File: config.mk
export PLATFORM = sky130hd
export DESIGN_NAME = wnn_lane
export DESIGN_NICKNAME = d
export VERILOG_FILES = /design/src/wnn_pkg.sv /design/src/wnn_lane.sv
export SDC_FILE = /design/constraint.sdc
export NUM_CORES = 2
export LEC_CHECK = 0
export BUFFER_PORTS_ARGS = -buffer_cell sky130_fd_sc_hd__buf_2
export CORE_MARGIN = 2
export CORE_UTILIZATION = 50
export DETAILED_ROUTE_END_ITERATION = 7
export PLACE_DENSITY = 0.66
export SETUP_SLACK_MARGIN = 0.4
export SYNTH_ARGS = -nofsm -noshare
export SYNTH_HDL_FRONTEND = slang
export SYNTH_SLANG_ARGS = --single-unit
export TNS_END_PERCENT = 100
File: constraint.sdc
create_clock -name clk -period 8.75 [get_ports clk]
set_input_delay 1.3125 -clock clk [delete_from_list [all_inputs] [get_ports clk]]
set_output_delay 1.3125 -clock clk [all_outputs]
set_load 0.05 [all_outputs]
File: src/wnn_pkg.sv
// ----------------------------------------------------------------------------
// wnn_pkg
// Shared types, constants and helpers of the weighted nearest-neighbor search.
// ----------------------------------------------------------------------------
package wnn_pkg;

  localparam int REF_DEPTH_DEF    = 1024;
  localparam int FEATURE_BITS_DEF = 20;

  localparam int NUM_FEAT    = 6;
  localparam int PORT_FEAT_W = 20;
  localparam int MAX_FEAT_W  = 24;
  localparam int WEIGHT_W    = 16;
  localparam int COUNT_W     = 11;
  localparam int ENTRY_W     = 10;
  localparam int OUT_IDX_W   = 10;
  localparam int IDX_MAX_W   = 16;
  localparam int DIST_W      = 61;
  localparam int CFG_IDX_W   = 3;
  localparam int CFG_DATA_W  = 16;

  localparam int LANE_LAT = 3;

  localparam logic [DIST_W-1:0] DIST_MAX = {DIST_W{1'b1}};

  // Configuration register indexes.
  localparam logic [CFG_IDX_W-1:0] CFG_REF_COUNT       = 3'd0;
  localparam logic [CFG_IDX_W-1:0] CFG_WEIGHT_CENTER_X = 3'd1;
  localparam logic [CFG_IDX_W-1:0] CFG_WEIGHT_CENTER_Y = 3'd2;
  localparam logic [CFG_IDX_W-1:0] CFG_WEIGHT_CENTER_Z = 3'd3;
  localparam logic [CFG_IDX_W-1:0] CFG_WEIGHT_PHI      = 3'd4;
  localparam logic [CFG_IDX_W-1:0] CFG_WEIGHT_THETA    = 3'd5;
  localparam logic [CFG_IDX_W-1:0] CFG_WEIGHT_LENGTH   = 3'd6;

  // Input commands.
  localparam logic CMD_LOAD  = 1'b0;
  localparam logic CMD_QUERY = 1'b1;

  localparam logic [WEIGHT_W-1:0] WEIGHT_RESET [NUM_FEAT] = '{
    16'd65535, 16'd65535, 16'd65535, 16'd10430, 16'd10430, 16'd65535
  };

  typedef struct packed {
    logic                 valid;
    logic                 last;
    logic [IDX_MAX_W-1:0] idx;
  } tag_t;

  typedef struct packed {
    logic clear;
    tag_t tag;
  } mrg_ctrl_t;

  typedef struct packed {
    logic                 done;
    logic                 found;
    logic [IDX_MAX_W-1:0] idx;
    logic [DIST_W-1:0]    distance;
  } mrg_res_t;

  typedef logic [DIST_W-1:0] dist_t;

  // Saturating add of two distances.
  function automatic dist_t sat_add(input dist_t a, input dist_t b);
    logic [DIST_W:0] s;
    s = {1'b0, a} + {1'b0, b};
    return s[DIST_W] ? DIST_MAX : s[DIST_W-1:0];
  endfunction

endpackage

File: src/wnn_lane.sv
// ----------------------------------------------------------------------------
// wnn_lane
// One feature lane: difference, square and weighting in three stages.
// ----------------------------------------------------------------------------
module wnn_lane
  import wnn_pkg::*;
#(
  parameter int FEATURE_BITS = FEATURE_BITS_DEF
) (
  input  logic                           clk,
  input  logic signed [FEATURE_BITS-1:0] qry_feat,
  input  logic signed [FEATURE_BITS-1:0] ref_feat,
  input  logic [WEIGHT_W-1:0]            weight,
  output logic [DIST_W-1:0]              term
);

  localparam int MAG_W  = FEATURE_BITS + 1;
  localparam int SQ_W   = 2 * MAG_W;
  localparam int PROD_W = SQ_W + WEIGHT_W;
  localparam int CMP_W  = (PROD_W > DIST_W) ? PROD_W : DIST_W;

  logic signed [MAG_W-1:0] diff;
  logic [MAG_W-1:0]        mag_nxt;
  logic [MAG_W-1:0]        mag_r;
  logic [SQ_W-1:0]         sq_r;
  logic [PROD_W-1:0]       prod;
  logic [CMP_W-1:0]        prod_ext;
  logic [DIST_W-1:0]       term_nxt;
  logic [DIST_W-1:0]       term_r;

  always_comb begin
    diff     = MAG_W'(qry_feat) - MAG_W'(ref_feat);
    mag_nxt  = diff[MAG_W-1] ? MAG_W'(-diff) : MAG_W'(diff);
    prod     = PROD_W'(sq_r) * PROD_W'(weight);
    prod_ext = CMP_W'(prod);
    term_nxt = (prod_ext > CMP_W'(DIST_MAX)) ? DIST_MAX : prod_ext[DIST_W-1:0];
  end

  always_ff @(posedge clk) begin
    mag_r  <= mag_nxt;
    sq_r   <= SQ_W'(mag_r) * SQ_W'(mag_r);
    term_r <= term_nxt;
  end

  assign term = term_r;

endmodule

Word level (Yosys, flattened, before mapping):

Cells that the tools add are included.

* output and inout bits: 61
* flip-flop bits (word level): 121
* input port bits: 57
* word-level logic and storage cells: 9

* multiply operators: 2
* $add $sub $neg: 2
* multiplexer cells: 1

Operator list (number)
* $mul 42x16->58: 1
* $mul 21x21->42: 1
* $neg 21->21: 1
* $sub 20x20->21: 1
* $mux 20: 1

Logic depth before layout (Yosys ltp):

* word-level depth: 3
* mapped depth: 28
* mapped depth without buffers: 26

Least setup slack after synthesis:

No wires, ideal clock.

* path type: input -> register
* from: input weight[7]
* to: register term_r[54] (netlist: term[54])
* buffers on the path: 1
* setup slack: 1.501 ns
* data required time: 8.619 ns
* arrival: 7.119 ns
* library setup time: 0.131 ns
* stages: 23
* cell sequence: clkbuf_1 > nand2_1 > fa_1 > inv_1 > fa_1 > inv_1 > fa_1 > inv_1 > fa_1 > fa_1 > inv_1 > fa_1 > inv_1 > ha_1 > and3_1 > a31o_2 > a221o_1 > a31oi_1 > nor4_1 > o211a_1 > o21ba_2 > o311ai_0 > nor3_1

* word-level cells in the longest chain between the ends: 1

Ends and longest elaborated chain
* from (decl): line wnn_lane.sv:13 `input logic [WEIGHT_W-1:0] weight,`
* $mul 42x16->58: line wnn_lane.sv:34 `prod = PROD_W'(sq_r) * PROD_W'(weight);`
* net prod[54]: line wnn_lane.sv:26 `logic [PROD_W-1:0] prod;`
* to (signal assigned): line wnn_lane.sv:42 `term_r <= term_nxt;`
* to (decl): line wnn_lane.sv:29 `logic [DIST_W-1:0] term_r;`

The timed path passes the listed nets, and every way through them passes these cells.
A chain may end at the register's enable or synchronous reset.

Worst setup path in the final report:

* from: input weight[2]
* to: register term_r[51] (netlist: term[51])

Same word-level chain as after synthesis.

==> results.json <==
{
  "status": "complete, no violations",
  "rsz0062_at_grt": "no",
  "routabilityCongestion": 0.964,
  "hold_viol": 0,
  "whs_ns": 0.843,
  "start_kind": "input pin",
  "antenna_found_initial": 0,
  "instances_no_fill": 5188,
  "clk_path_buf_depth": 2,
  "syn_inst": 4187,
  "antenna_left": 0,
  "setup_violations": 0,
  "htree_levels": 4,
  "finClkSkew_ns": 0.0173,
  "route.detailed.drc": 0,
  "hpwlAfterDp_um": 72800,
  "final_cell_mix": "inv_1 (1076), fa_1 (861), nand2_1 (629), ha_1 (307), and2_1 (299)",
  "crit_arrival_ns": 8.30,
  "first_iter_violations": 1617,
  "grt_util_all_layers_pct": 25.2,
  "port-buffer-count": 114,
  "core-area_um2": 74100,
  "rows": 100,
  "cts_buffers": 17,
  "nNetsFinal": 5431,
  "cts_setup_buffers": 0,
  "synth_edf_count": 0,
  "cpPeakStageDelay_ns": 0.53,
  "crit_chain": "buf_2 > buf_12 > nand2_1 > fa_1 > fa_1 > fa_1 > inv_1 > fa_1 > fa_1 > inv_1 > fa_1 > inv_1 > ha_1 > nand3_1 > o221ai_1 > a21oi_1 > o22ai_1 > o21ai_0 > buf_4 > a211oi_1 > buf_4 > o211ai_1 > and4_1 > a311oi_1",
  "cts_tree": "done",
  "period_minus_slack_ns": 7.89,
  "first_pass_iters": 5,
  "cap_violations": 0,
  "critPathCaptureType": "flip-flop",
  "synthesis.area_um2": 37200,
  "syn2layout_area_growth_pct": 5.90,
  "antenna_cells": 0,
  "cpMostUsedCell": "fa_1",
  "cts_hold_buf": 0,
  "synth.top_cell.area_share_pct": 46.3,
  "ys_seq_area_share_pct": 6.45,
  "fin_setup_tns_ns": 0,
  "initial_core_util_pct": 50.3,
  "ctsResizeCount": 0,
  "cts_root_buffer": "clkbuf_16",
  "multiInputGateArea_um2": 30100,
  "ys_seq_elements": 120,
  "fillers": 6905,
  "die_area_um2": 76700,
  "grt_pass1_vias": 30000,
  "yosys-top-cells-area": "fa_1 (46%), inv_1 (11%), ha_1 (10%)",
  "synthFlopType": "dfxtp_1",
  "crit_path_top_delay_cell": "fa_1",
  "worst-path-max-fanout": 23,
  "final_common_cell": "inv_1",
  "grt-ovfl-total": 0,
  "wire_per_inst_um": 17.4,
  "drt-total-wl_um": 90400,
  "relSlewSlack_pct": 16.5,
  "dp_cells": 5156,
  "layout-drive-gt1-share_pct": 5.74,
  "period_share_pct": 90.2,
  "route.vias.total": 27300,
  "required_ns": 9.16,
  "regArea_um2": 2400,
  "clkLatencyLatePin_ns": 0.51,
  "yosys.area.top_type": "fa_1",
  "cts.sinks": 120,
  "die_w_um": 277,
  "die_y_um": 277,
  "grt_pass1_wl_um": 153000,
  "avgSynthCellArea_um2": 8.90,
  "fmax_mhz": 127,
  "viasPerCell": 5.26,
  "grt_max_degree": 42,
  "tightest_slew_ns": 1.25,
  "io_pins": 118,
  "synth_cell_types": 72,
  "clk_pin_slew_ns": 0.08,
  "drv_slew": 0,
  "ys_warn_count": 0,
  "hp-class": "flip-flop to flip-flop",
  "async_flop_share_pct": 0,
  "worstSetupPathType": "input pin to flip-flop"
}
[critical path, delay by kind of cell]
kind,cells,cell delay [ns]
simple gates,3,0.49
compound gates,7,1.78
buf+inv,7,1.30
fa+ha+maj,7,3.37
[cells in the mapped netlist (all sizes together), types with 12 or more instances]
cell type	count
dfxtp	120
xor2	37
o211ai	15
xnor2	88
nor3	12
a21oi	113
nand2	629
o21bai	18
o21a	18
clkbuf	181
inv	1076
and2	299
ha	307
or2	13
o21ai	67
fa	861
a21o	59
nor2	66
and3	19
nand3	23
nor2b	13
[registers in the layout (all words and copies together), names as in the netlist]
| name | cells |
|---|---|
| mag_r | 21 |
| sq_r | 41 |
| term | 58 |
[path summary, 6_finish.rpt]
path	from	end	slack [ns]	depth (start not counted)
hold reg to reg	sq_r[0]	term[0]	0.84	1
setup reg to reg	mag_r[12]	sq_r[40]	0.95	23
setup / recovery	weight[2]	term[51]	0.86	24
hold / removal	sq_r[0]	term[0]	0.84	1
[layer usage]
layer  wire length (um)  GRT usage [%]  vias up
li1                   -              -    12400
met1              38700           33.6    13900
met2              43500           42.4      817
met3               5580           3.79      171
met4               2670           8.10        0
met5                  0              0        -
[through the flow]
stage	utilization [%]	worst slack, ns	cell area, um^2
2_1_floorplan	-	1.50	37300
3_3_place_gp	52.4	0.517	38800
3_5_place_dp	52.4	0.403	38800
4_1_cts	53.3	0.920	39400
5_1_grt	53.3	0.551	39400
6_report	53.3	0.860	39400
[cells by family (layout without fill, tap and decap cells)]
group           count (synthesis)  in the layout  synth area share [%]
xor+xnor                      125            125                  2.94
simple gates                 1121           1121                  14.2
mux                             3              3                0.0873
fa+ha+maj                    1168           1168                  56.6
other cells                     2             11                0.0202
buf+inv                      1263           1286                  12.8
compound gates                385            385                  6.97
flops                         120            120                  6.45
[final cells by class]
type                            instances  area share (%)
Tap cell                              969            3.07
Inverter                             1076            10.2
Clock buffer                           17            1.08
Clock inverter                         15           0.447
Multi-Input combinational cell       2813            76.4
Sequential cell                       120            6.09
Timing Repair Buffer                  178            2.70
Power is not shown: default switching activity piles up to over one toggle a cycle in this logic, so the estimate is an artifact.
