<file path="config.mk">
export PLATFORM = sky130hd
export DESIGN_NAME = wnn_merge
export DESIGN_NICKNAME = d
export VERILOG_FILES = /design/src/wnn_pkg.sv /design/src/wnn_merge.sv
export SDC_FILE = /design/constraint.sdc
export NUM_CORES = 1
export LEC_CHECK = 0
export CORE_MARGIN = 3
export CORE_UTILIZATION = 37
export CTS_CLUSTER_SIZE = 16
export DETAILED_ROUTE_END_ITERATION = 10
export DONT_BUFFER_PORTS = 1
export SYNTH_ARGS = -nofsm -noshare
export SYNTH_HDL_FRONTEND = slang
export SYNTH_SLANG_ARGS = --single-unit
export TNS_END_PERCENT = 50
</file>
<file path="constraint.sdc">
create_clock -name clk -period 9.6 [get_ports clk]
set_clock_uncertainty 0.05 [all_clocks]
set_input_delay 2.88 -clock clk [delete_from_list [all_inputs] [get_ports clk]]
set_output_delay 2.88 -clock clk [all_outputs]
set_load 0.005 [all_outputs]
</file>
<file path="src/wnn_pkg.sv">
// ----------------------------------------------------------------------------
// wnn_pkg
// Shared types, constants and helpers of the weighted nearest-neighbor search.
// ----------------------------------------------------------------------------
package wnn_pkg;

  localparam int REF_DEPTH_DEF    = 1024;
  localparam int FEATURE_BITS_DEF = 20;

  localparam int NUM_FEAT    = 6;
  localparam int PORT_FEAT_W = 20;
  localparam int MAX_FEAT_W  = 24;
  localparam int WEIGHT_W    = 16;
  localparam int COUNT_W     = 11;
  localparam int ENTRY_W     = 10;
  localparam int OUT_IDX_W   = 10;
  localparam int IDX_MAX_W   = 16;
  localparam int DIST_W      = 61;
  localparam int CFG_IDX_W   = 3;
  localparam int CFG_DATA_W  = 16;

  localparam int LANE_LAT = 3;

  localparam logic [DIST_W-1:0] DIST_MAX = {DIST_W{1'b1}};

  // Configuration register indexes.
  localparam logic [CFG_IDX_W-1:0] CFG_REF_COUNT       = 3'd0;
  localparam logic [CFG_IDX_W-1:0] CFG_WEIGHT_CENTER_X = 3'd1;
  localparam logic [CFG_IDX_W-1:0] CFG_WEIGHT_CENTER_Y = 3'd2;
  localparam logic [CFG_IDX_W-1:0] CFG_WEIGHT_CENTER_Z = 3'd3;
  localparam logic [CFG_IDX_W-1:0] CFG_WEIGHT_PHI      = 3'd4;
  localparam logic [CFG_IDX_W-1:0] CFG_WEIGHT_THETA    = 3'd5;
  localparam logic [CFG_IDX_W-1:0] CFG_WEIGHT_LENGTH   = 3'd6;

  // Input commands.
  localparam logic CMD_LOAD  = 1'b0;
  localparam logic CMD_QUERY = 1'b1;

  localparam logic [WEIGHT_W-1:0] WEIGHT_RESET [NUM_FEAT] = '{
    16'd65535, 16'd65535, 16'd65535, 16'd10430, 16'd10430, 16'd65535
  };

  typedef struct packed {
    logic                 valid;
    logic                 last;
    logic [IDX_MAX_W-1:0] idx;
  } tag_t;

  typedef struct packed {
    logic clear;
    tag_t tag;
  } mrg_ctrl_t;

  typedef struct packed {
    logic                 done;
    logic                 found;
    logic [IDX_MAX_W-1:0] idx;
    logic [DIST_W-1:0]    distance;
  } mrg_res_t;

  typedef logic [DIST_W-1:0] dist_t;

  // Saturating add of two distances.
  function automatic dist_t sat_add(input dist_t a, input dist_t b);
    logic [DIST_W:0] s;
    s = {1'b0, a} + {1'b0, b};
    return s[DIST_W] ? DIST_MAX : s[DIST_W-1:0];
  endfunction

endpackage

</file>
<file path="src/wnn_merge.sv">
// ----------------------------------------------------------------------------
// wnn_merge
// Adds the six lane terms in a registered tree and keeps the best record.
// ----------------------------------------------------------------------------
module wnn_merge
  import wnn_pkg::*;
(
  input  logic              clk,
  input  logic              rst_n,
  input  mrg_ctrl_t         ctrl,
  input  logic [DIST_W-1:0] terms [NUM_FEAT],
  output mrg_res_t          res
);

  logic [DIST_W-1:0]    s01_r, s23_r, s45_r;
  logic [DIST_W-1:0]    s0123_r, s45b_r;
  logic [DIST_W-1:0]    total_r;
  tag_t                 tag1_r, tag2_r, tag3_r;
  logic                 found_r;
  logic                 done_r;
  logic [IDX_MAX_W-1:0] best_idx_r;
  logic [DIST_W-1:0]    best_dist_r;

  always_ff @(posedge clk) begin
    s01_r   <= sat_add(terms[0], terms[1]);
    s23_r   <= sat_add(terms[2], terms[3]);
    s45_r   <= sat_add(terms[4], terms[5]);
    s0123_r <= sat_add(s01_r, s23_r);
    s45b_r  <= s45_r;
    total_r <= sat_add(s0123_r, s45b_r);
  end

  always_ff @(posedge clk) begin
    if (!rst_n) begin
      tag1_r  <= '0;
      tag2_r  <= '0;
      tag3_r  <= '0;
      found_r <= 1'b0;
      done_r  <= 1'b0;
    end else begin
      tag1_r <= ctrl.tag;
      tag2_r <= tag1_r;
      tag3_r <= tag2_r;
      done_r <= tag3_r.valid && tag3_r.last;
      // Strict compare keeps the lowest index among equal distances.
      if (ctrl.clear) begin
        found_r <= 1'b0;
      end else if (tag3_r.valid && (!found_r || total_r < best_dist_r)) begin
        found_r <= 1'b1;
      end
    end
  end

  always_ff @(posedge clk) begin
    if (!ctrl.clear && tag3_r.valid && (!found_r || total_r < best_dist_r)) begin
      best_idx_r  <= tag3_r.idx;
      best_dist_r <= total_r;
    end
  end

  assign res.done     = done_r;
  assign res.found    = found_r;
  assign res.idx      = best_idx_r;
  assign res.distance = best_dist_r;

endmodule

</file>
Word level (Yosys, flattened, before mapping)
Index checks and enable logic that the tools add are counted.

operators by class
  add/subtract/negate cells = 5
  multipliers = 0
  div/mod/pow operators = 0
  order comparisons = 1
  equality and inequality tests = 0
  shift operators = 0
  muxes and demuxes = 0
  bitwise gates (word level) = 1
  reductions and logical operators = 8

operator list
  operator                                   count
  61-bit by 61-bit adder with 62-bit output  5
  61-bit less-than comparator                1
  1-bit logical AND                          4
  1-bit zero test                            2
  2-bit OR reduction                         1
  1-bit logical OR                           1
  1-bit inverter                             1

word-level totals
  register bits after elaboration = 499
  latch bits = 0
  bits in writable memories = 0
  memory bits (read-only) = 0
  input port bits = 387
  logic and storage cells = 34
  memories kept = 0

Longest topological paths before layout
Gate-level depths: netlist (run 1).

  depth after elaboration = 3
  depth in mapped cells = 15
  depth with buffers taken out = 14

Worst setup path before layout (run 1)
Ideal clock, no wire load.

  path kind = input-to-reg
  from = input port ctrl[18] (netlist bit)
  to = register best_dist_r[0], enable pin
  library setup time = 0.558 ns
  data arrival time = 6.905 ns
  data required time = 8.992 ns
  setup slack = 2.087 ns
  cell stages on the path = 2
  path buffers = 0
  cell sequence = nand3b_1 -> a31oi_1

between the ends
  longest elaborated chain between the ends = 3

ends and longest elaborated chain
  item                            RTL line         RTL
  start: declaration              wnn_merge.sv:10  input mrg_ctrl_t ctrl,
  1-bit zero test                 wnn_merge.sv:55  if (!ctrl.clear && tag3_r.valid && (!found_r || total_r < best_dist_r)) begin
  1-bit logical AND (2 in a row)  wnn_merge.sv:55
  end signal: assignment          wnn_merge.sv:57  best_dist_r <= total_r;
  end: declaration                wnn_merge.sv:22  logic [DIST_W-1:0] best_dist_r;

Every way passes these cells.
A chain may end at the register's enable or synchronous reset.

Worst setup path in the final report (run 1)
  from = input port terms[256] (netlist bit)
  to = register s01_r[2]

between the ends
  longest elaborated chain between the ends = 1

ends and longest elaborated chain
  item                                       RTL line         RTL
  start: declaration                         wnn_merge.sv:11  input logic [DIST_W-1:0] terms [NUM_FEAT],
  61-bit by 61-bit adder with 62-bit output  wnn_pkg.sv:66    s = {1'b0, a} + {1'b0, b};
  end signal: assignment                     wnn_merge.sv:25  s01_r <= sat_add(terms[0], terms[1]);
  end: declaration                           wnn_merge.sv:15  logic [DIST_W-1:0] s01_r, s23_r, s45_r;

Every way passes these cells.

==> reports/metrics.cfg, run 1 <==
[run_status]
outcome = finished, final reports clean

[worst_setup_path]
crit_required_ns = 10.00
worstPathArrival_ns = 6.80
cp-start-kind = input port
crit_path_start = terms[256]
r2r_end = s0123_r[23]
cpMaxStageDelayCell = a211oi_2
cp_num_buf_inv = 1
crit_fanout = 60
path_class = in2reg
slowest_delay_ns = 0.48
crit_path_end_kind = register
path_cells = ha_1, a21oi_1, o21ai_0, a211oi_1, a21oi_2, o31a_1, a211oi_2, nor4_1, o31a_1, a311o_1, a21oi_4, buf_4, o21ai_0
rrSetupSlack_ns = 4.84
r2r_cells = 13
cp_top_family = compound AO/OA/AOI/OAI gates
timing.rr.start = s23_r[6]

[routing]
drtPass1Iterations = 6
drtIter0Drc = 1674
ant_nets = 0
wl_met2_mm = 40.18
wl_met3_mm = 6.670
met1_length_mm = 40.83
wl_mm = 90.94
wl_per_cell_um = 19.39
drt-vias-per-instance = 5.387
num_vias = 25260
top_layer = met5
drcViolationCount = 0

[place]
port-buffer-count = 0
dp.cells = 4581
routabilityCongestion = 0.9509
dp_hpwl_mm = 75.98
place_ws_ns = 2.607

[cts]
cts-root-buf = clkbuf_16
cts_buffers = 53
h-tree-depth = 2
cts_tree = yes
cts_resized = 0
cts_setup_buffers = 0
clk_pin_slew_ns = 0.07
clock_latency_ns = 0.61
ctsLongestPathBuffers = 3
cts_hold_buffers = 0
cts_sinks = 499

[yosys]
ys_seq_area_share_pct = 34.56
ys_warn_count = 0
synth.top_cell.area_share_pct = 27.14
synth_nets = 4410
syn_area_per_cell_um2 = 8.522
synth_edf_count = 77
synth_commonest_cells = nand2_1 (509), dfxtp_1 (422), a21oi_1 (375)
synth_cell_types = 73
synthCells = 3653
yosysMostFrequentCell = nand2_1
synth_top_cell_by_area = dfxtp_1
synth_area_leaders = dfxtp_1 (27%), ha_1 (15%), edfxtp_1 (7.4%), nand2_1 (6.1%), a21oi_1 (6.0%)
ys_ff_latch = 499
synth-async-reset-ratio_pct = 0
synthFlopType = dfxtp_1
syn_area_um2 = 31130

[timing]
fmax_mhz = 156.2
layout_min_cycle_time_ns = 6.400
slew_viol_final = 0
finalSetupTns_ns = 0
finalHoldViolCount = 0
grt_setup_unrepaired = no
slew_headroom_pct = 20.36
fin_crit_sh_pct = 66.67
finalWorstSetupSlack_ns = 3.200
setup_viol = 0
tightest_slew_ns = 1.192

[final_layout]
stdcell_count = 4689
nets = 4323
final_layout_size_suffix_gt1_share_pct = 3.741
area_growth_syn_to_layout_pct = 8.894

[min_path]
holdPathStages = 0
min-delay-start = s45_r[31]
hold_path_class = reg2reg
hold_end = s45b_r[31]

[power]
p_per_area_nw_per_um2 = 248.3
p_comb_share_pct = 41.6
netSwitchingFraction_pct = 37.86
ir_worst_vdd_v = 0.0001236
seqPwrFrac_pct = 32.7
p_leak_nw = 14.58
p_int_mw = 5.232
p_switching_mw = 3.187
p_clk_share_pct = 25.7

[grt]
grt_pass1_wl_mm = 139.1
grt_max_degree = 62
gr-usage-all-layers_pct = 20.01
grt_overflow = 0
antenna_found_initial = 17
grt_pass1_vias = 25080

[die]
start_util_pct = 37.61
rows = 105
die-area_um2 = 87660
die_x_um = 296.1
die_h_um = 296.1
io_pins = 466
core_um2 = 82770

[job]
cap_violations = 0

[layout by cell type (no fill, tap or decap), types with 69 or more instances in the layout]
| cell type | n |
|---|---|
| nand2_1 | 509 |
| dfxtp_1 | 422 |
| a21oi_1 | 374 |
| ha_1 | 365 |
| a21o_1 | 196 |
| o21ai_0 | 195 |
| nor2_1 | 180 |
| xnor2_1 | 147 |
| inv_1 | 143 |
| xor2_1 | 127 |
| nand4_1 | 101 |
| edfxtp_1 | 77 |
| and2_1 | 70 |
| o21bai_1 | 69 |
[power by group through the flow]
stage                     Clock [mW]  Combinational, mW  Sequential, mW
final                           2.17               3.50            2.75
after global routing            2.31               3.97            2.79
after CTS                       2.23               3.50            2.75
after detailed placement           0               3.48            2.80
after global placement             0               3.47            2.80
after floorplan                    0               2.74            2.68
[kinds of logic after synthesis]
group / Yosys count / share of synthesized area, %
buf+inv: 292 / 3.677
mux: 1 / 0.03215
simple gates: 1119 / 16.68
fa+ha+maj: 370 / 14.99
xor+xnor: 274 / 7.708
compound gates: 1098 / 22.35
flops: 499 / 34.56
[through the flow]
stage / util (%) / area [um2] / hold slack [ns] / total power, mW
2_1_floorplan: - / 31130 / 0.2596 / 5.428
3_3_place_gp: 38.64 / 31980 / 0.2605 / 6.264
3_5_place_dp: 38.64 / 31980 / 0.2621 / 6.277
4_1_cts: 40.93 / 33880 / 0.2494 / 8.484
5_1_grt: 40.94 / 33880 / 0.2510 / 9.062
6_report: 40.96 / 33900 / 0.2579 / 8.419
[worst max path at each step]
stage,endpoint,slack (ns),cells past startpoint
6_report,s01_r[2],3.20,13
5_1_grt,s01_r[54],2.86,14
4_1_cts,s45_r[60],3.26,14
3_5_place_dp,s45_r[60],2.61,14
3_3_place_gp,s45_r[60],2.61,14
2_1_floorplan,best_dist_r[0],2.09,2
[metal layers]
metal | vias up | track usage, %
met5 | - | 0
met4 | 16 | 6.821
met3 | 181 | 5.205
met2 | 750 | 32.70
met1 | 11420 | 25.64
li1 | 12890 | -
[state kept, by name, indices dropped and copies added, names as in the netlist]
signal	flops
s45b_r	61
s0123_r	61
tag1_r	18
s01_r	61
best_dist_r	61
total_r	61
found_r	1
s23_r	61
tag2_r	18
s45_r	61
tag3_r	18
best_idx_r	16
done_r	1
[area by class of cell]
| type | count | area [um2] |
|---|---|---|
| Antenna cell | 10 | 25.02 |
| Clock inverter | 33 | 429.2 |
| Multi-Input combinational cell | 2862 | 19290 |
| Clock buffer | 65 | 1464 |
| Timing Repair Buffer | 7 | 52.55 |
| Sequential cell | 499 | 10760 |
| Tap cell | 1070 | 1339 |
| Fill cell | 8311 | 48870 |
| Inverter | 143 | 536.8 |
(Power assumes the default switching activity.)
==> run 2: changes to the inputs <==
- ABC_AREA: not set -> 1
- clock period: 9.6 -> 5.8 ns (I/O delays scaled with it)
==> reports/metrics.cfg, run 2 <==
[cts]
cts-root-buf = clkbuf_16
cts_sinks = 499
h-tree-depth = 2
clk_pin_slew_ns = 0.06
cts_tree = yes
cts_setup_buffers = 0
cts_buffers = 53
cts_hold_buffers = 0
clock_latency_ns = 0.63
ctsLongestPathBuffers = 3
cts_resized = 0

[worst_setup_path]
crit_fanout = 32
cp-start-kind = input port
slowest_delay_ns = 0.77
path_class = in2reg
crit_required_ns = 6.25
critPathMostFrequentCell = nand2_1
cpMaxStageDelayCell = a21oi_4
path_cells = ha_1, nand2_1, inv_1, nand2_1, nand2_1, inv_1, nand2_1, a21oi_1, nand2_2, a21oi_4, buf_4, nand2_1
worstPathArrival_ns = 4.17
crit_path_end_kind = register

[yosys]
ys_ff_latch = 499
ys_seq_area_share_pct = 25.33
syn_area_per_cell_um2 = 5.748
synth_nets = 8148
synth_cell_types = 31
synth_commonest_cells = nand2_1 (3074), inv_1 (1813), nor2_1 (545)
ys_warn_count = 0
synth-async-reset-ratio_pct = 0
synth_top_cell_by_area = nand2_1
synthCells = 7391
synth_edf_count = 77
syn_area_um2 = 42490
synthFlopType = dfxtp_1
synth_area_leaders = nand2_1 (27%), dfxtp_1 (20%), inv_1 (16%), ha_1 (11%), edfxtp_1 (5.4%)
yosysMostFrequentCell = nand2_1
synth.top_cell.area_share_pct = 27.16

[final_layout]
final_cell_mix = nand2_1 (3074), inv_1 (1813), nor2_1 (545), dfxtp_1 (422), nand3_1 (398)
diodes = 0
stdcell_count = 8959
final_common_cell = nand2_1
multi_input_area_um2 = 24560
fillCellCount = 12800
nets = 8173
area_growth_syn_to_layout_pct = 7.919
register_area_um2 = 10760
fin_util_pct = 40.48
final_layout_size_suffix_gt1_share_pct = 1.957

[timing]
setup_viol = 0
slew_viol_final = 0
finalHoldViolCount = 0
layout_min_cycle_time_ns = 3.721
grt_setup_unrepaired = no
fmax_mhz = 268.7
slew_headroom_pct = 24.10
fin_crit_sh_pct = 64.16
finalSetupTns_ns = 0
tightest_slew_ns = 1.136
whs_ns = 0.2710

[grt]
grt_pass1_vias = 38820
grt_max_degree = 65
gr-usage-all-layers_pct = 24.77
grt_overflow = 0
antenna_found_initial = 1
grt_pass1_wl_mm = 225.0

[die]
io_pins = 466
core_um2 = 113300
die_x_um = 344.9
start_util_pct = 37.51
die-area_um2 = 118900
die_h_um = 344.9
rows = 123

[routing]
drt-vias-per-instance = 4.672
wl_mm = 151.9
drcViolationCount = 0
drtIter0Drc = 2949
num_vias = 41860
ant_nets = 0
wl_per_cell_um = 16.95
drtPass1Iterations = 8

[power]
p_clk_share_pct = 21.4
p_per_area_nw_per_um2 = 350.7
p_leak_nw = 27.82
p_switching_mw = 7.385
p_comb_share_pct = 49.7
seqPwrFrac_pct = 28.9
ir_worst_vdd_v = 0.0002708
total_power_mw = 16.08
netSwitchingFraction_pct = 45.92
p_int_mw = 8.696

[min_path]
hold_path_class = reg2reg

[place]
routabilityCongestion = 1.022
dp_hpwl_mm = 133.6
dp.cells = 8861
port-buffer-count = 0

[run_status]
outcome = finished, final reports clean

[job]
cap_violations = 0

## run 2: cell types whose count changed after synthesis, sizes merged, moves of 127 or more
| cell | delta |
|---|---|
| nand3 | +359 |
| a21o | -194 |
| nor2 | +368 |
| clkbuf | -127 |
| xnor2 | -132 |
| o21ai | -159 |
| inv | +1670 |
| nand2 | +2579 |
| a21oi | -145 |
## run 2: layer usage
metal / up-vias / track usage [%] / wire length, um / part of all wire, %
met3: 208 / 3.395 / 9889 / 6.5
met5: - / 0 / 13 / 0.0086
li1: 22000 / - / - / -
met4: 2 / 8.204 / 5309 / 3.5
met1: 18400 / 32.63 / 67750 / 45
met2: 1249 / 41.58 / 68910 / 45
## run 2: cells by family after synthesis
kind of cell,synth area share [%]
DFF,25.33
xor gates and xnor gates,2.989
buffers and inverters,16.90
and+or+nand+nor,40.18
adders and majority gates,10.98
AOI/OAI and AO/OA,3.613
## run 2: worst max-delay path: cells and delay by family
kind / cells / cell delay [ns]
and+or+nand+nor: 6 / 0.63
AOI/OAI and AO/OA: 2 / 0.96
adders and majority gates: 1 / 0.37
buffers and inverters: 3 / 0.45
## run 2: power groups by stage
stage	clock network (mW)	registers (mW)	logic (mW)
floorplan	0	4.44	5.69
global placement	0	4.72	7.83
detailed placement	0	4.72	7.89
CTS	3.54	4.65	7.92
global route	3.67	4.70	9.02
finish	3.44	4.64	8.00
## run 2: path summary, 6_finish.rpt
| check | slack, ns | cells after the start | to | start |
|---|---|---|---|---|
| setup / recovery | 2.08 | 12 | s01_r[1] | terms[263] |
| hold / removal | 0.27 | 0 | s45b_r[60] | s45_r[60] |
| setup reg to reg | 2.21 | 9 | s0123_r[37] | s01_r[52] |
| hold reg to reg | 0.27 | 0 | s45b_r[60] | s45_r[60] |
## run 2: through the flow
| stage | setup WS [ns] | area [um2] |
|---|---|---|
| 5_1_grt | 1.907 | 45850 |
| 4_1_cts | 2.138 | 45850 |
| 3_3_place_gp | 1.471 | 44070 |
| 6_report | 2.079 | 45850 |
| 2_1_floorplan | 1.395 | 42490 |
| 3_5_place_dp | 1.460 | 44070 |
## run 2: final cells by class
class	count	area share [%]
Tap cell	1500	4.093
Clock buffer	72	3.269
Clock inverter	26	0.6113
Inverter	1813	14.84
Sequential cell	499	23.47
Timing Repair Buffer	8	0.1583
Multi-Input combinational cell	5041	53.56
==> run 3: changes to the inputs <==
- clock period: 5.8 -> 3.6 ns (I/O delays scaled with it)
==> reports/metrics.cfg, run 3 (synthesis results as in run 2) <==
[place]
routabilityCongestion = 1.002
dp_hpwl_mm = 139.4
port-buffer-count = 0
dp.cells = 8874

[cts]
cts_sinks = 499
h-tree-depth = 2
clk_pin_slew_ns = 0.06
cts_buffers = 55
ctsLongestPathBuffers = 3
clock_latency_ns = 0.64
cts_resized = 0
cts-root-buf = clkbuf_16
cts_hold_buffers = 0
cts_setup_buffers = 0
cts_tree = yes

[routing]
drcViolationCount = 0
wl_mm = 158.0
wl_per_cell_um = 17.60
drtIter0Drc = 2955
drt-vias-per-instance = 4.735
num_vias = 42500
drtPass1Iterations = 9
ant_nets = 0

[final_layout]
fillCellCount = 12730
area_growth_syn_to_layout_pct = 8.526
final_cell_mix = nand2_1 (3074), inv_1 (1813), nor2_1 (545), dfxtp_1 (422), nand3_1 (398)
multi_input_area_um2 = 24560
final_layout_size_suffix_gt1_share_pct = 2.168
stdcell_count = 8975
register_area_um2 = 10760
final_common_cell = nand2_1
fin_util_pct = 40.71
nets = 8188

[worst_setup_path]
crit_required_ns = 3.85
cp_top_family = compound AO/OA/AOI/OAI gates
timing.rr.start = best_dist_r[4]
r2r_end = best_dist_r[6]
slowest_delay_ns = 0.93
cpMaxStageDelayCell = a21oi_4
worstPathArrival_ns = 3.42
r2r_cells = 13
crit_fanout = 43
cp_num_buf_inv = 2
critPathMostFrequentCell = nand2_1
path_class = reg2reg
path_cells = inv_1, ha_1, nand2_1, o21bai_1, nand3_1, nand2_1, nand2_1, nand2_1, nand2_1, nand2_1, nand2_1, a21oi_4, buf_12
cp-start-kind = register
rrSetupSlack_ns = 0.43
crit_path_end_kind = register

[power]
p_per_area_nw_per_um2 = 571.8
p_leak_nw = 27.94
ir_worst_vdd_v = 0.0004101

[min_path]
min-delay-start = s45_r[27]
hold_end = s45b_r[27]
holdPathStages = 0
hold_path_class = reg2reg

[timing]
tightest_slew_ns = 1.195
whs_ns = 0.2709
layout_min_cycle_time_ns = 3.166
grt_setup_unrepaired = no
fmax_mhz = 315.9
finalHoldViolCount = 0
setup_viol = 0
slew_viol_final = 0
finalSetupTns_ns = 0
slew_headroom_pct = 20.16
fin_crit_sh_pct = 87.94

[job]
cap_violations = 0

[grt]
grt_overflow = 0
grt_pass1_wl_mm = 235.3
gr-usage-all-layers_pct = 25.95
grt_pass1_vias = 39750
grt_max_degree = 62
antenna_found_initial = 6

[die]
rows = 123
start_util_pct = 37.51
core_um2 = 113300
die_h_um = 344.9
die_x_um = 344.9
io_pins = 466
die-area_um2 = 118900

[run_status]
outcome = finished, final reports clean

run 3: cell count changes in the layout (fill, tap and decap cells not counted), moves of 3 or more:
cell,delta
inv_4,-3
buf_4,+9
buf_12,+4
inv_6,-6
clkinv_2,+3
run 3: report_power, final:
| group | total (mW) | switching [mW] | internal (mW) |
|---|---|---|---|
| Sequential | 7.66 | 0.864 | 6.79 |
| Clock | 5.79 | 2.42 | 3.36 |
| Combinational | 12.9 | 8.84 | 4.08 |
run 3: worst max path at each step:
stage | to | startpoint | cells past startpoint | slack [ns]
global route | best_dist_r[6] | best_dist_r[56] | 10 | 0.11
detailed placement | s45_r[49] | terms[12] | 12 | 0.17
floorplan | best_dist_r[0] | best_dist_r[20] | 10 | 0.53
finish | best_dist_r[6] | best_dist_r[4] | 13 | 0.43
CTS | best_dist_r[2] | best_dist_r[36] | 11 | 0.35
global placement | s45_r[26] | terms[21] | 10 | 0.17
run 3: layout make-up:
cell class	instances	area share [%]
flip-flops and latches	499	23.34
clock inverters	25	0.6947
diodes	1	0.005427
multi-input cells	5041	53.26
inverters	1813	14.76
well taps	1500	4.070
repair buffers	21	0.4776
clock buffers	75	3.397
run 3: metrics by stage:
step | cell area, um2 | total power, mW | worst slack [ns]
finish | 46110 | 26.36 | 0.4343
global route | 46110 | 28.50 | 0.1066
CTS | 46110 | 26.42 | 0.3494
detailed placement | 44220 | 20.57 | 0.1680
global placement | 44220 | 20.51 | 0.1673
floorplan | 42500 | 16.32 | 0.5335
run 3: layer usage:
metal / track usage [%] / up-vias / routed length (um)
met5: 0 / - / 13
met4: 5.558 / 2 / 3500
met3: 3.301 / 170 / 10560
met2: 43.88 / 1284 / 71720
met1: 35.24 / 19010 / 72190
li1: - / 22030 / -
